===== config.mk =====
export PLATFORM = sky130hd
export DESIGN_NAME = plti_div
export DESIGN_NICKNAME = d
export VERILOG_FILES = /design/src/plti_pkg.sv /design/src/plti_div.sv
export SDC_FILE = /design/constraint.sdc
export NUM_CORES = 1
export LEC_CHECK = 0
export BUFFER_PORTS_ARGS = -buffer_cell sky130_fd_sc_hd__buf_2
export CORE_MARGIN = 10
export CORE_UTILIZATION = 40
export CTS_CLUSTER_DIAMETER = 50
export DETAILED_ROUTE_END_ITERATION = 6
export PLACE_DENSITY = 0.58
export SLEW_MARGIN = 25
export SYNTH_ARGS = -nofsm -noshare
export SYNTH_HDL_FRONTEND = slang
export SYNTH_SLANG_ARGS = --single-unit

===== constraint.sdc =====
create_clock -name clk -period 3.7 [get_ports clk]
set_clock_uncertainty 0.2 [all_clocks]
set_input_delay 0.555 -clock clk [delete_from_list [all_inputs] [get_ports clk]]
set_output_delay 0.555 -clock clk [all_outputs]
set_load 0.005 [all_outputs]

===== src/plti_pkg.sv =====
`timescale 1ns / 1ps
// ----------------------------------------------------------------------------
// plti_pkg - shared types and codes for the piecewise linear table interpolator
// Operation and status codes, plus the request and response bundles of the
// iterative divide unit.
// ----------------------------------------------------------------------------
package plti_pkg;

	// Operation codes carried on the op field
	localparam logic [1:0] OP_CLEAR  = 2'd0;
	localparam logic [1:0] OP_APPEND = 2'd1;
	localparam logic [1:0] OP_QUERY  = 2'd2;

	// Status codes carried on the status field
	localparam logic [1:0] ST_OK    = 2'd0;
	localparam logic [1:0] ST_RANGE = 2'd1;
	localparam logic [1:0] ST_FULL  = 2'd2;

	// Sample and divider widths
	localparam int DATA_W    = 32;
	localparam int DIV_STEPS = 32;
	localparam int DIV_CNT_W = $clog2(DIV_STEPS);

	// Divide request: dividend upper half must be below the divisor
	typedef struct packed {
		logic                  start;
		logic [2*DATA_W-1:0]   dividend;
		logic [DATA_W-1:0]     divisor;
	} div_req_t;

	// Divide response: done pulses for one cycle with the quotient
	typedef struct packed {
		logic                  done;
		logic [DATA_W-1:0]     quotient;
	} div_rsp_t;

endpackage


===== src/plti_div.sv =====
`timescale 1ns / 1ps
// ----------------------------------------------------------------------------
// plti_div - iterative restoring divider
// Divides a 64-bit dividend by a 32-bit divisor, one quotient bit per cycle,
// for dividends whose quotient fits in 32 bits.
// ----------------------------------------------------------------------------
module plti_div
	import plti_pkg::*;
(
	input  logic     clk,
	input  logic     arst_n,
	input  div_req_t req,
	output div_rsp_t rsp
);

	logic                 busy_q;
	logic                 done_q;
	logic [DIV_CNT_W-1:0] cnt_q;
	logic [DATA_W-1:0]    rem_q;
	logic [DATA_W-1:0]    low_q;
	logic [DATA_W-1:0]    div_q;
	logic [DATA_W:0]      trial;
	logic [DATA_W:0]      diff;
	logic                 qbit;

	// Trial subtract of the shifted remainder
	assign trial = {rem_q, low_q[DATA_W-1]};
	assign diff  = trial - {1'b0, div_q};
	assign qbit  = !diff[DATA_W];

	// Sequence control
	always_ff @(posedge clk or negedge arst_n) begin
		if (!arst_n) begin
			busy_q <= 1'b0;
			done_q <= 1'b0;
			cnt_q  <= '0;
		end else begin
			done_q <= 1'b0;
			if (req.start) begin
				busy_q <= 1'b1;
				cnt_q  <= '0;
			end else if (busy_q) begin
				cnt_q <= cnt_q + 1'b1;
				if (cnt_q == DIV_CNT_W'(DIV_STEPS - 1)) begin
					busy_q <= 1'b0;
					done_q <= 1'b1;
				end
			end
		end
	end

	// Remainder and quotient shift registers
	always_ff @(posedge clk) begin
		if (req.start) begin
			rem_q <= req.dividend[2*DATA_W-1:DATA_W];
			low_q <= req.dividend[DATA_W-1:0];
			div_q <= req.divisor;
		end else if (busy_q) begin
			rem_q <= qbit ? diff[DATA_W-1:0] : trial[DATA_W-1:0];
			low_q <= {low_q[DATA_W-2:0], qbit};
		end
	end

	assign rsp.done     = done_q;
	assign rsp.quotient = low_q;

endmodule


## Word-level counts from Yosys, hierarchy flattened

Index checks and enable logic that the tools add are counted.

- Flip-flop bits (word level): 103
- Bits of input ports: 99
- Output and inout port bits: 33
- Logic and storage cells: 24

- Add/subtract/negate cells: 2
- Eq/ne operators: 1
- Multiplexer cells: 13
- Reduce and logical (&&, ||, !) cells: 2

Operators with widths:

| operator | count |
|---|---|
| 32-bit two-way mux | 5 |
| 33-bit by 32-bit subtractor with 33-bit output | 1 |
| 5-bit two-way mux | 2 |
| 1-bit two-way mux | 6 |
| 5-bit by 1-bit adder with 5-bit output, second input constant | 1 |
| 5-bit == test, second input constant | 1 |
| 2-bit nonzero test | 1 |
| 1-bit zero test | 1 |

## Logic depth before layout (Yosys ltp)

- Depth in word-level cells: 4
- Mapped depth: 14
- Mapped depth without buffers: 12

## Worst setup path after synthesis

OpenSTA, ideal clock, no wires.

- Path type: flip-flop to flip-flop
- Start: reg low_q[31]
- End: reg rem_q[16] (data pin)
- Setup time: 0.260 ns
- Arrival time: 2.815 ns
- Required time: 3.240 ns
- Setup slack: 0.425 ns
- Cell stages (with the launch flop): 13
- Buffers on the path: 0
- Clock period less this slack: 3.275 ns
- Path through: edfxtp_1 -> inv_1 -> ha_1 -> fa_1 -> nand2b_1 -> a21oi_1 -> o21a_1 -> a32o_2 -> a21oi_4 -> a21oi_4 -> xor2_2 -> mux2_1 -> mux2_2

- Word-level cells in the longest chain between the ends: 4

Ends and longest elaborated chain:

| element | line | text |
|---|---|---|
| start, declared | plti_div.sv:20 | `logic [DATA_W-1:0] low_q;` |
| start signal, assigned | plti_div.sv:56 | `low_q <= req.dividend[DATA_W-1:0];` |
| start signal, assigned | plti_div.sv:60 | `low_q <= {low_q[DATA_W-2:0], qbit};` |
| 33-bit by 32-bit subtractor with 33-bit output | plti_div.sv:28 | `assign diff = trial - {1'b0, div_q};` |
| 32-bit two-way mux | plti_div.sv:59 | `rem_q <= qbit ? diff[DATA_W-1:0] : trial[DATA_W-1:0];` |
| 32-bit two-way mux | plti_div.sv:58 | `end else if (busy_q) begin` |
| 32-bit two-way mux | plti_div.sv:54 | `if (req.start) begin` |
| end signal, assigned | plti_div.sv:55 | `rem_q <= req.dividend[2*DATA_W-1:DATA_W];` |
| end signal, assigned | plti_div.sv:59 |  |
| end, declared | plti_div.sv:19 | `logic [DATA_W-1:0] rem_q;` |

Every way passes these cells. The select of a mux whose other input is x is not followed.
A chain may end at the register's enable or synchronous reset.

## Worst setup path after layout

- Start: reg rem_q[4]
- End: reg rem_q[4] (data pin)

- Word-level cells in the longest chain between the ends: 4

Ends and longest elaborated chain:

| element | line |
|---|---|
| 33-bit by 32-bit subtractor with 33-bit output | plti_div.sv:28 |
| 32-bit two-way mux | plti_div.sv:59 |
| 32-bit two-way mux | plti_div.sv:58 |
| 32-bit two-way mux | plti_div.sv:54 |

Every way passes these cells. The select of a mux whose other input is x is not followed.

==> results.md <==
- Drt pass-1 iters: 4
- Largest family of logic cells by synthesized area: compound AO/OA/AOI/OAI gates
- Critical path required time: about 3600 ps
- CORE AREA: 15100 um2
- Synth warn: 0
- Final Hold Vio Count: 0
- VDD IR max: around 400 uV
- Die ar.: about 21000 um2
- FF-to-FF Start: rem_q[4]$_DFFE_PP_
- Commonest cells after routing, fill and taps aside: buf_2 (130), edfxtp_1 (96), inv_1 (39)
- Crit path DAT: 3410 ps
- Final hold slack: around 170 ps
- Via count: 4498
- Drt total wl: around 14000 um
- Post-Syn Area: between 6000 and 7000 um2
- Root Driver: clkbuf_16
- Fraction of registers with async set/reset: 0.0680
- Cell Count Post-Placement: 845
- Average size of a mapped cell: 11.5 um2
- Worst-skew pair later-pin latency: 360 ps
- CP peak stage delay: ~410 ps
- Simple-gate portion of the synthesized area: 0.105
- Routed WL per cell: approximately 16 um
- Setup CP Type: reg2reg
- Synth-to-Final Area Change: 20.5%
- Clock transition at path regs: approximately 70 ps
- Number of global-route vias before repair: a little under 5000
- Clock sink count: between 100 and 150
- Startpoint types: flip-flop
- Multi-input logic area: about 2800 um2
- Synth Area in Compound Gates: 0.142
- Crit-path cells: ha_1 -> a21o_1 -> or3_1 -> o21a_1 -> a32o_2 -> a21oi_4 -> a21oi_4 -> xor2_4 -> mux2_1 -> mux2_2
- Initial Utilization: 0.405
- Worst setup EP type: flip-flop
- Min-delay src: req[29]
- Period utilisation layout: 0.947
- Fin crit period: 3500 ps
- DRT iter0 DRCs: approximately 270
- Placed inst area: between 7000 and 8000 um2
- Status: completed
- Leakage: 3.27 nW
- DRC Markers: 0
- Global-route wire length before repair: about 23000 um
- # setup viols final: 0
- Post-synthesis xor/xnor area fraction: 0.0354
- Design Area, Final: about 7400 um2
- Initial antenna violation count: 0
- Nets: between 800 and 900
- Die Wd: between 100 and 150 um
- Routability Congestion: around 0.85
- Fmax: ~0.29 GHz
- CTS Buf Count: 9
- Multiplexer area fraction after synthesis: 0.106
- Worst-Margin Slew: 847 ps
- Most common cell after layout, fill and taps aside: buf_2
- FP Rows: 45
- Crit path launch: rem_q[4]$_DFFE_PP_
- Adder-cell share of the synthesized area: 0.0728
- Final non-filler cell total: a little under 900
- Syn Inst Count: approximately 530
- Fillers: 1417
- # IOs: roughly 130
- DP HPWL: around 11000 um
- Slew HR: 0.435
- Cell Pwr Density: roughly 770 nW/um2
- Most Frequent Cell on Critical Path: a21oi_4
- HP Class: in2reg
- Diodes inserted: 0
- GR Util All Layers: 0.138
- Pin count of the biggest net entering global routing: 75
- Vias per cell: ~5.2
- Synth Register Bits: 103
- Ys flop type: edfxtp_1
- Reg area: 3060 um2
- Critical-path top delay cell: edfxtp_1
- Die height: approximately 140 um
- RSZ-0062 raised after global routing: no
- Final TNS setup: 0 ps
- Max Cap Viol: 0
- CTS max path bufs: 2
- Slew Limit Fails: 0
- Crit-path max FO: 7
- PortBufs: roughly 130
- Post-synth EDFFs: between 90 and 100
- CTS tree: built
- ANT nets after route: 0
- Synthesized net count: 665
- Layout cell share with drive strength beyond 1: 0.311
- Post-synthesis sequential area ratio: 0.500
- Congestion Overflow GR: 0
- Post-synth cell types: 62
- H-tree depth: 3
==> power breakdown <==
group	total (W)	internal [W]	switching [W]
clock	0.000916	0.000465	0.000451
sequential	0.00178	0.00162	0.000153
combinational	0.00298	0.00142	0.00156
==> area by class of cell <==
cell class | instances | share of cell area
repair buffers | 149 | 0.110
well taps | 188 | 0.0319
multi-input cells | 371 | 0.385
clock inverters | 7 | 0.00764
clock buffers | 9 | 0.0306
inverters | 39 | 0.0199
flip-flops and latches | 103 | 0.415
==> worst max-delay path: cells and delay by family, from the launching register on <==
kind	cells	cell delay, ps
flip-flops	1	410
multiplexers	2	610
adder cells (fa/ha/maj)	1	390
XOR/XNOR	1	310
AND/OR/NAND/NOR	1	300
AO/OA/AOI/OAI	5	1060
==> metrics by stage <==
step                      total power [W]   util  worst slack (ps)
after floorplan                   0.00398      -               425
after global placement            0.00469  0.467               153
after detailed placement          0.00472  0.467              94.7
after CTS                         0.00568  0.486              56.3
after global routing              0.00613  0.488              6.22
final                             0.00567  0.488               196
==> sequential cells by signal, indices dropped and copies added, names as in the netlist <==
name,flops
done_q,1
div_q,32
low_q,32
busy_q,1
cnt_q,5
rem_q,32
==> per-layer routing <==
layer  vias to the layer above  global-route usage  part of all wire
li1                       2253                   -                 -
met1                      2122               0.161              0.43
met2                       111               0.230              0.49
met3                        12              0.0548             0.071
met4                         0              0.0387             0.012
met5                         -                   0                 0
==> cells by family after synthesis <==
group                      count (synthesis)
xor gates and xnor gates                  23
and+or+nand+nor                          122
muxes                                     60
DFF                                      103
adders and majority gates                 35
buffers and inverters                     57
AOI/OAI and AO/OA                        131
==> worst paths after layout <==
check                      cells after the start                    to  slack, ps
max in group asynchronous                      2  cnt_q[2]$_DFFE_PN0P_       2780
hold reg to reg                                2  cnt_q[4]$_DFFE_PN0P_        340
min in group asynchronous                      2      done_q$_DFF_PN0_        360
setup reg to reg                              10    rem_q[4]$_DFFE_PP_        200
setup / recovery                              10    rem_q[4]$_DFFE_PP_        200
hold / removal                                 1   div_q[29]$_DFFE_PP_        170
==> synthesized netlist by cell type (2+ instances only) <==
| cell type | n | area (um2) |
|---|---|---|
| o21a_1 | 6 | 45.0 |
| nand4_1 | 3 | 18.8 |
| clkbuf_1 | 11 | 41.3 |
| mux2_2 | 37 | 417 |
| o21ai_0 | 30 | 150 |
| xor2_1 | 8 | 70.1 |
| nor4b_1 | 2 | 17.5 |
| mux2_1 | 3 | 33.8 |
| dfrtp_1 | 7 | 175 |
| nand3_1 | 6 | 30.0 |
| o31ai_1 | 5 | 37.5 |
| xnor2_1 | 13 | 114 |
| and3_1 | 5 | 31.3 |
| nor2b_1 | 15 | 93.8 |
| or2_2 | 3 | 18.8 |
| buf_4 | 3 | 22.5 |
| mux2i_1 | 20 | 200 |
| a41oi_1 | 2 | 17.5 |
| or3_1 | 3 | 18.8 |
| nor2_1 | 20 | 75.1 |
| inv_1 | 39 | 146 |
| a21oi_1 | 34 | 170 |
| a31oi_1 | 5 | 31.3 |
| ha_1 | 34 | 425 |
| edfxtp_1 | 96 | 2880 |
| o21bai_1 | 3 | 22.5 |
| a221o_1 | 2 | 20.0 |
| and2_1 | 7 | 43.8 |
| a221oi_1 | 3 | 26.3 |
| a22oi_1 | 3 | 22.5 |
| a21oi_4 | 2 | 32.5 |
| nor3_1 | 9 | 45.0 |
| a21o_1 | 18 | 135 |
| nand3b_1 | 5 | 37.5 |
| nand2b_1 | 5 | 31.3 |
| o211ai_1 | 5 | 37.5 |
| nor3b_1 | 3 | 22.5 |
| nand2_1 | 32 | 120 |
==> repair_timing <==
action | in CTS | in global routing
gates resized for setup | 0 | 1
endpoints found under the hold margin | 7 | 0
buffers inserted | 0 | 4
endpoints found under the setup margin | 0 | 27
hold buffers | 1 | 0
No activity file was read; power rests on OpenSTA's default activity.
